$ cat config.mk
export PLATFORM = sky130hd
export DESIGN_NAME = planar_tile_to_indexed_pixels
export DESIGN_NICKNAME = d
export VERILOG_FILES = /design/src/hdl/ptip_pkg.sv /design/src/hdl/ptip_fifo.sv /design/src/hdl/ptip_front.sv /design/src/hdl/ptip_back.sv /design/src/hdl/planar_tile_to_indexed_pixels.sv
export SDC_FILE = /design/constraint.sdc
export NUM_CORES = 2
export LEC_CHECK = 0
export BUFFER_PORTS_ARGS = -buffer_cell sky130_fd_sc_hd__buf_2
export CORE_ASPECT_RATIO = 1.1
export CORE_MARGIN = 5
export CORE_UTILIZATION = 56
export DETAILED_ROUTE_END_ITERATION = 6
export PLACE_DENSITY = 0.75
export SYNTH_ARGS = -nofsm -noshare
export SYNTH_HDL_FRONTEND = slang
export SYNTH_SLANG_ARGS = --single-unit
$ cat constraint.sdc
create_clock -name clk_i -period 3.3 [get_ports clk_i]
set_input_delay 0.33 -clock clk_i [delete_from_list [all_inputs] [get_ports clk_i]]
set_output_delay 0.33 -clock clk_i [all_outputs]
set_load 0.01 [all_outputs]
$ cat src/hdl/ptip_pkg.sv
// shared types, constants and helper functions for the planar tile decoder
package ptip_pkg;

  localparam int unsigned TileAw  = 6;
  localparam int unsigned StoreAw = TileAw + 1;

  typedef enum logic [1:0] {
    DEPTH_2BPP = 2'd0,
    DEPTH_3BPP = 2'd1,
    DEPTH_4BPP = 2'd2,
    DEPTH_8BPP = 2'd3
  } depth_e;

  typedef enum logic [1:0] {
    BK_IDLE,
    BK_READ,
    BK_LAST,
    BK_PUSH
  } back_state_e;

  typedef struct packed {
    logic               en;
    logic [StoreAw-1:0] addr;
    logic [7:0]         data;
  } store_wr_t;

  typedef struct packed {
    logic   err;
    logic   bank;
    depth_e depth;
  } cmd_t;

  typedef struct packed {
    logic en;
    logic bank;
  } release_t;

  typedef struct packed {
    logic [7:0][7:0] pix;
    logic [2:0]      row;
    logic            done;
    logic            err;
  } row_t;

  function automatic logic [TileAw:0] tile_size(depth_e depth);
    logic [TileAw:0] size;
    unique case (depth)
      DEPTH_2BPP: size = 7'd16;
      DEPTH_3BPP: size = 7'd24;
      DEPTH_4BPP: size = 7'd32;
      DEPTH_8BPP: size = 7'd64;
      default:    size = 7'd16;
    endcase
    return size;
  endfunction

  function automatic logic [2:0] last_plane(depth_e depth);
    logic [2:0] p;
    unique case (depth)
      DEPTH_2BPP: p = 3'd1;
      DEPTH_3BPP: p = 3'd2;
      DEPTH_4BPP: p = 3'd3;
      DEPTH_8BPP: p = 3'd7;
      default:    p = 3'd1;
    endcase
    return p;
  endfunction

  // pairs interleave over rows; the lone 3bpp plane sits one byte per row after pair 0
  function automatic logic [TileAw-1:0] plane_addr(depth_e depth, logic [2:0] row,
                                                   logic [2:0] plane);
    logic [TileAw-1:0] a;
    if (depth == DEPTH_3BPP && plane == 3'd2) begin
      a = {3'b010, row};
    end else begin
      a = {plane[2:1], row, plane[0]};
    end
    return a;
  endfunction

endpackage

$ cat src/hdl/ptip_fifo.sv
// two-entry queue used between the decoder stages and at the result side
module ptip_fifo #(
  parameter int unsigned Width = 8
) (
  input  logic             clk_i,
  input  logic             rst_ni,
  input  logic             push_i,
  input  logic [Width-1:0] data_i,
  output logic             full_o,
  input  logic             pop_i,
  output logic [Width-1:0] data_o,
  output logic             empty_o
);

  logic [1:0][Width-1:0] slot_q;
  logic                  wr_q, wr_d;
  logic                  rd_q, rd_d;
  logic [1:0]            cnt_q, cnt_d;
  logic                  do_push, do_pop;

  assign full_o  = (cnt_q == 2'd2);
  assign empty_o = (cnt_q == 2'd0);
  assign data_o  = slot_q[rd_q];
  assign do_push = push_i && !full_o;
  assign do_pop  = pop_i && !empty_o;

  always_comb begin
    wr_d  = wr_q ^ do_push;
    rd_d  = rd_q ^ do_pop;
    cnt_d = cnt_q;
    if (do_push && !do_pop) begin
      cnt_d = cnt_q + 2'd1;
    end else if (do_pop && !do_push) begin
      cnt_d = cnt_q - 2'd1;
    end
  end

  always_ff @(posedge clk_i or negedge rst_ni) begin
    if (!rst_ni) begin
      wr_q  <= 1'b0;
      rd_q  <= 1'b0;
      cnt_q <= 2'd0;
    end else begin
      wr_q  <= wr_d;
      rd_q  <= rd_d;
      cnt_q <= cnt_d;
    end
  end

  always_ff @(posedge clk_i) begin
    if (do_push) begin
      slot_q[wr_q] <= data_i;
    end
  end

endmodule

$ cat src/hdl/ptip_front.sv
// input side: depth register, byte counting, bank choice and tile/error classification
module ptip_front (
  input  logic               clk_i,
  input  logic               rst_ni,
  input  logic               push_i,
  input  logic [7:0]         plane_byte_i,
  input  logic               end_of_data_i,
  output logic               full_o,
  input  logic               cfg_valid_i,
  input  logic [1:0]         cfg_depth_mode_i,
  output ptip_pkg::store_wr_t wr_o,
  output logic               cmd_push_o,
  output ptip_pkg::cmd_t     cmd_o,
  input  logic               cmd_full_i,
  input  ptip_pkg::release_t rel_i
);
  import ptip_pkg::*;

  depth_e            depth_q;
  logic [TileAw-1:0] count_q, count_d;
  logic              bank_q, bank_d;
  logic [1:0]        busy_q, busy_d;
  logic              accept;
  logic [TileAw:0]   received;
  logic              complete;

  assign full_o   = cmd_full_i || busy_q[bank_q];
  assign accept   = push_i && !full_o;
  assign received = {1'b0, count_q} + 7'd1;
  assign complete = (received >= tile_size(depth_q));

  assign wr_o.en   = accept;
  assign wr_o.addr = {bank_q, count_q};
  assign wr_o.data = plane_byte_i;

  assign cmd_push_o = accept && (complete || end_of_data_i);
  assign cmd_o.err   = !complete;
  assign cmd_o.bank  = bank_q;
  assign cmd_o.depth = depth_q;

  always_comb begin
    count_d = count_q;
    bank_d  = bank_q;
    busy_d  = busy_q;
    if (rel_i.en) begin
      busy_d[rel_i.bank] = 1'b0;
    end
    if (accept) begin
      if (complete) begin
        // finished tile is handed to the back end; keep filling the other bank
        busy_d[bank_q] = 1'b1;
        bank_d         = !bank_q;
        count_d        = '0;
      end else if (end_of_data_i) begin
        count_d = '0;
      end else begin
        count_d = received[TileAw-1:0];
      end
    end
  end

  always_ff @(posedge clk_i or negedge rst_ni) begin
    if (!rst_ni) begin
      depth_q <= DEPTH_2BPP;
      count_q <= '0;
      bank_q  <= 1'b0;
      busy_q  <= 2'b00;
    end else begin
      if (cfg_valid_i) begin
        depth_q <= depth_e'(cfg_depth_mode_i);
      end
      count_q <= count_d;
      bank_q  <= bank_d;
      busy_q  <= busy_d;
    end
  end

endmodule

$ cat src/hdl/ptip_back.sv
// back end: double-banked tile store and the row builder that reads it plane by plane
module ptip_back (
  input  logic                clk_i,
  input  logic                rst_ni,
  input  ptip_pkg::store_wr_t wr_i,
  input  logic                cmd_empty_i,
  input  ptip_pkg::cmd_t      cmd_i,
  output logic                cmd_pop_o,
  output ptip_pkg::release_t  rel_o,
  output logic                row_push_o,
  output ptip_pkg::row_t      row_o,
  input  logic                row_full_i
);
  import ptip_pkg::*;

  logic [7:0] mem [2**StoreAw];

  back_state_e       state_q, state_d;
  logic [2:0]        row_q, row_d;
  logic [2:0]        plane_q, plane_d;
  logic              rd_en;
  logic [StoreAw-1:0] rd_addr;
  logic [7:0]        rdata_q;
  logic              rd_vld_q;
  logic [2:0]        rd_plane_q;
  logic [7:0][7:0]   acc_q, acc_d;
  logic              err_q, err_d;
  logic              clear_acc;

  assign rd_addr = {cmd_i.bank, plane_addr(cmd_i.depth, row_q, plane_q)};

  always_comb begin
    state_d    = state_q;
    row_d      = row_q;
    plane_d    = plane_q;
    err_d      = err_q;
    rd_en      = 1'b0;
    clear_acc  = 1'b0;
    cmd_pop_o  = 1'b0;
    rel_o.en   = 1'b0;
    rel_o.bank = cmd_i.bank;
    row_push_o = 1'b0;
    unique case (state_q)
      BK_IDLE: begin
        if (!cmd_empty_i) begin
          row_d   = '0;
          plane_d = '0;
          err_d   = cmd_i.err;
          if (cmd_i.err) begin
            clear_acc = 1'b1;
            state_d   = BK_PUSH;
          end else begin
            state_d = BK_READ;
          end
        end
      end
      BK_READ: begin
        rd_en = 1'b1;
        if (plane_q == last_plane(cmd_i.depth)) begin
          state_d = BK_LAST;
        end else begin
          plane_d = plane_q + 3'd1;
        end
      end
      BK_LAST: begin
        state_d = BK_PUSH;
      end
      BK_PUSH: begin
        if (!row_full_i) begin
          row_push_o = 1'b1;
          if (err_q || row_q == 3'd7) begin
            cmd_pop_o = 1'b1;
            rel_o.en  = !err_q;
            state_d   = BK_IDLE;
          end else begin
            row_d   = row_q + 3'd1;
            plane_d = '0;
            state_d = BK_READ;
          end
        end
      end
      default: state_d = BK_IDLE;
    endcase
  end

  // plane p of the row lands in bit p of every pixel; bit 7 of a byte is the left pixel
  always_comb begin
    acc_d = acc_q;
    if (clear_acc) begin
      acc_d = '0;
    end else if (rd_vld_q) begin
      for (int c = 0; c < 8; c++) begin
        if (rd_plane_q == 3'd0) begin
          acc_d[c] = '0;
        end
        acc_d[c][rd_plane_q] = rdata_q[7-c];
      end
    end
  end

  assign row_o.pix  = acc_q;
  assign row_o.row  = row_q;
  assign row_o.done = !err_q && (row_q == 3'd7);
  assign row_o.err  = err_q;

  always_ff @(posedge clk_i or negedge rst_ni) begin
    if (!rst_ni) begin
      state_q  <= BK_IDLE;
      row_q    <= '0;
      plane_q  <= '0;
      err_q    <= 1'b0;
      rd_vld_q <= 1'b0;
    end else begin
      state_q  <= state_d;
      row_q    <= row_d;
      plane_q  <= plane_d;
      err_q    <= err_d;
      rd_vld_q <= rd_en;
    end
  end

  always_ff @(posedge clk_i) begin
    if (wr_i.en) begin
      mem[wr_i.addr] <= wr_i.data;
    end
    if (rd_en) begin
      rdata_q <= mem[rd_addr];
    end
    rd_plane_q <= plane_q;
    acc_q      <= acc_d;
  end

endmodule

$ cat src/hdl/planar_tile_to_indexed_pixels.sv
// Planar 8x8 tile to indexed pixel decoder, 2/3/4/8 bits per pixel. Bytes are taken one per
// cycle into one bank of a two-bank tile store while the other bank is being decoded; a
// finished tile (or a stream that ends partway through one) is queued to the row builder.
// The row builder has a single store read port and reads one plane byte per cycle. Input
// stalls (full high) when both banks hold tiles not yet decoded, or when two tile or early-end
// commands are already waiting for the row builder. Rows come out top to bottom, tile_done
// marks row 7, and an early end of stream gives one result with length_error set and zero
// pixels. depth_mode may be changed whenever the block is idle.
module planar_tile_to_indexed_pixels (
  input  logic       clk_i,
  input  logic       rst_ni,
  input  logic       push,
  output logic       full,
  input  logic [7:0] plane_byte_i,
  input  logic       end_of_data_i,
  output logic       empty,
  input  logic       pop,
  output logic [7:0] pixel_0_o,
  output logic [7:0] pixel_1_o,
  output logic [7:0] pixel_2_o,
  output logic [7:0] pixel_3_o,
  output logic [7:0] pixel_4_o,
  output logic [7:0] pixel_5_o,
  output logic [7:0] pixel_6_o,
  output logic [7:0] pixel_7_o,
  output logic [2:0] row_number_o,
  output logic       tile_done_o,
  output logic       length_error_o,
  input  logic       cfg_valid_i,
  output logic       cfg_ready_o,
  input  logic [1:0] cfg_depth_mode_i
);
  import ptip_pkg::*;

  store_wr_t wr;
  release_t  rel;
  cmd_t      cmd_in, cmd_out;
  logic      cmd_push, cmd_pop, cmd_full, cmd_empty;
  row_t      row_in, row_out;
  logic      row_push, row_full;

  assign cfg_ready_o = 1'b1;

  ptip_front u_front (
    .clk_i,
    .rst_ni,
    .push_i           (push),
    .plane_byte_i,
    .end_of_data_i,
    .full_o           (full),
    .cfg_valid_i,
    .cfg_depth_mode_i,
    .wr_o             (wr),
    .cmd_push_o       (cmd_push),
    .cmd_o            (cmd_in),
    .cmd_full_i       (cmd_full),
    .rel_i            (rel)
  );

  ptip_fifo #(.Width($bits(cmd_t))) u_cmd_q (
    .clk_i,
    .rst_ni,
    .push_i  (cmd_push),
    .data_i  (cmd_in),
    .full_o  (cmd_full),
    .pop_i   (cmd_pop),
    .data_o  (cmd_out),
    .empty_o (cmd_empty)
  );

  ptip_back u_back (
    .clk_i,
    .rst_ni,
    .wr_i        (wr),
    .cmd_empty_i (cmd_empty),
    .cmd_i       (cmd_out),
    .cmd_pop_o   (cmd_pop),
    .rel_o       (rel),
    .row_push_o  (row_push),
    .row_o       (row_in),
    .row_full_i  (row_full)
  );

  ptip_fifo #(.Width($bits(row_t))) u_row_q (
    .clk_i,
    .rst_ni,
    .push_i  (row_push),
    .data_i  (row_in),
    .full_o  (row_full),
    .pop_i   (pop),
    .data_o  (row_out),
    .empty_o (empty)
  );

  assign pixel_0_o      = row_out.pix[0];
  assign pixel_1_o      = row_out.pix[1];
  assign pixel_2_o      = row_out.pix[2];
  assign pixel_3_o      = row_out.pix[3];
  assign pixel_4_o      = row_out.pix[4];
  assign pixel_5_o      = row_out.pix[5];
  assign pixel_6_o      = row_out.pix[6];
  assign pixel_7_o      = row_out.pix[7];
  assign row_number_o   = row_out.row;
  assign tile_done_o    = row_out.done;
  assign length_error_o = row_out.err;

endmodule

==> qor.csv <==
metric;value;unit
wl_per_cell;25.7;um
leakagePower;20.7;nW
clk_pin_slew;60;ps
finalCritPeriodShare;110;%
reg2reg_from;u_back.plane_q[0];
fin_nets;3790;
nFillCells;5916;
row_count;115;
synth-seq-cells;1274;
grtUsageTotal;26.2;%
grt_max_degree;80;
synth_edf_count;1178;
skew;41.1;ps
numCtsBuffers;118;
synth_largest_area_cell;edfxtp_1;
arrival;4080;ps
syn_inst;3360;
tritoncts;built;
relSlewSlack;35.2;%
synth_seq_area_share;74.0;%
dpl_cell_area;54600;sq um
status;complete, but fails checks;
rsz0062_at_grt;yes;
violations;setup timing;
synthDominantCellAreaShare;69.9;%
htreeDepth;3;
pwr_density_cell;736;nW/um^2
dr_total_vias;31500;
syn_avg_cell_area;15.1;sq um
die_x;297;um
seq_area;37400;sq um
hold_viol;0;
initial_core_util;56.5;%
crit_type;reg2reg;
grt_pass1_wl;191000;um
drtPass1Iterations;6;
ant_nets;0;
syn-num-nets;3396;
cp-end-kind;flop;
coreArea;89500;sq um
setup_viol;8;
drtIter0Drc;4275;
syn_area;50600;sq um
cts_buffer_depth;3;
min_path_type;in2reg;
required;3750;ps
dieArea;96400;sq um
yosys-top-cells-area;edfxtp_1 70%, mux2i_1 5.6%, nand2_1 3.1%;
maxCapViolCount;0;
slew_viol_final;0;
worstMarginPinSlew;973;ps
avgViaCountPerCell;6.26;
cts_root_buffer;clkbuf_16;
fin_area;59500;sq um
dieHeight;325;um
io_pins;88;
cts.sinks;1274;
antenna_found_initial;0;
cp_max_fo;5;
gp_congestion;0.931;
grt_pass1_vias;31100;
multiInputGateArea;12700;sq um
fmax;0.275;GHz
synth_flop_cell;edfxtp_1;
finalPower;43.8;mW
drc_errors;0;
clk-insertion-delay-late;700;ps
ir_drop;0.000460;V
grt_overflow;0;
min_period;3630;ps
startpoint_type;flop;
worstHoldStart;pop;
ys_types;74;
hpwlAfterDp;81000;um
io_buffers;86;
finalWorstSetupSlack;-332;ps
synthToLayoutAreaGrowth;17.7;%
wl;129000;um
startpoint;u_back.plane_q[0];
drive_gt1_share;21.9;%
async_reset_ff_share;2.28;%
synth_warnings;0;
==> synth_stat cells (25+ instances only) <==
master       n
a21oi_1    172
a221oi_1    49
a22oi_1     66
a31oi_1     31
buf_2       65
clkbuf_1    69
dfrtp_1     29
dfxtp_1     67
edfxtp_1  1178
mux2_2     101
mux2i_1    282
nand2_1    420
nand3_1     73
nor2_1     223
nor4_1      25
o21ai_0     66
o221ai_1    31
o22ai_1    103
==> layer usage <==
layer | share of wire [%] | up-vias | GRT usage (%)
li1 | - | 13800 | -
met1 | 38 | 15600 | 35.5
met2 | 49 | 1835 | 42.8
met3 | 9.7 | 335 | 4.76
met4 | 4.1 | 0 | 10.1
met5 | 0 | - | 0
==> critical path: stages, from the launching register on <==
cell       delay, ps
dfrtp_1          390
inv_2             80
ha_4             140
buf_6            100
nand4bb_4        150
a211oi_2         310
a21o_4           170
buf_12           130
buf_12           130
buf_12           140
mux2i_1          240
o22ai_2          150
nor4_4           320
buf_4            160
o22a_1           220
nand4_1          270
o22a_1           290
==> path summary, 6_finish.rpt <==
path / endpoint / slack, ps / cells after the start
setup / recovery: u_back.rdata_q[5] / -330 / 16
setup reg to reg: u_back.rdata_q[5] / -330 / 16
min in group asynchronous: u_row_q.rd_q / 220 / 2
hold / removal: u_row_q.rd_q / 30 / 3
max in group asynchronous: u_back.row_q[0] / 2570 / 2
hold reg to reg: u_row_q.slot_q[97] / 450 / 0
==> cells by family after synthesis <==
family	after synthesis	synth area share [%]
DFF	1274	74.0
other	1	0.00741
AOI/OAI and AO/OA	621	8.24
muxes	385	7.88
and+or+nand+nor	836	7.07
adders and majority gates	20	0.495
buffers and inverters	208	2.02
xor gates and xnor gates	15	0.260
==> power by group <==
part	switching (mW)	leakage, nW	internal (mW)
Clock	5.91	1.91	7.73
Sequential	0.741	11.6	18.5
Combinational	6.30	7.20	4.60
==> cell type report <==
type / count / area share (%)
diodes: 1 / 0.00420
clock buffers: 135 / 5.10
clock inverters: 90 / 1.49
inverters: 20 / 0.126
multi-input cells: 1879 / 21.3
flip-flops and latches: 1274 / 62.9
well taps: 1170 / 2.46
repair buffers: 461 / 6.67
==> state kept, by name, summed over array words and instances (netlist names), 2 cells and up <==
register	count
u_row_q.slot_q	138
u_cmd_q.cnt_q	2
u_back.row_q	3
u_cmd_q.slot_q	8
u_back.mem	1024
u_back.rdata_q	8
u_back.state_q	2
u_back.rd_plane_q	3
u_front.count_q	6
u_front.busy_q	2
u_row_q.cnt_q	2
u_front.depth_q	2
u_back.row_o	64
u_back.plane_q	3
==> placed cells by master (no fill, tap or decap), drive strengths merged, types with 8 or more instances in the layout <==
cell type / Yosys / final
xnor2: 8 / 8
clkbuf: 71 / 136
clkinv: 1 / 67
ha: 20 / 20
or3: 8 / 8
nor4: 25 / 25
o221ai: 31 / 31
dfrtp: 29 / 29
and3: 18 / 18
a21oi: 175 / 175
inv: 19 / 23
nand3: 73 / 73
nor2: 225 / 225
a22oi: 70 / 70
nand2: 421 / 421
a31oi: 31 / 31
buf: 117 / 454
a22o: 10 / 10
a221oi: 49 / 49
nand4: 9 / 9
nand2b: 14 / 14
edfxtp: 1178 / 1178
mux2i: 284 / 284
o21ai: 72 / 72
o41ai: 16 / 16
o22ai: 103 / 103
nor2b: 10 / 10
nor3: 15 / 15
dfxtp: 67 / 67
bufinv: 0 / 14
mux2: 101 / 101
o22a: 24 / 24
==> repair_timing <==
action / CTS / global route
pin swaps: 27 / 32
hold endpoints to repair: 34 / 0
gates cloned: 2 / 2
hold buffers: 6 / 0
gates resized for setup: 58 / 65
buffers inserted: 25 / 20
setup endpoints to repair: 8 / 8
==> metrics by stage <==
stage,cells,hold WS [ps],setup TNS (ps),setup slack (ps),utilization (%)
CTS,5009,6.97,-964,-172,66.0
floorplan,3360,34.4,0,110,-
global route,5029,46.4,-2680,-448,66.5
finish,5030,26.9,-1690,-332,66.5
detailed placement,4752,411,-2630,-408,61.0
global placement,4752,402,-1910,-316,61.0
No activity file was read; power rests on OpenSTA's default activity.
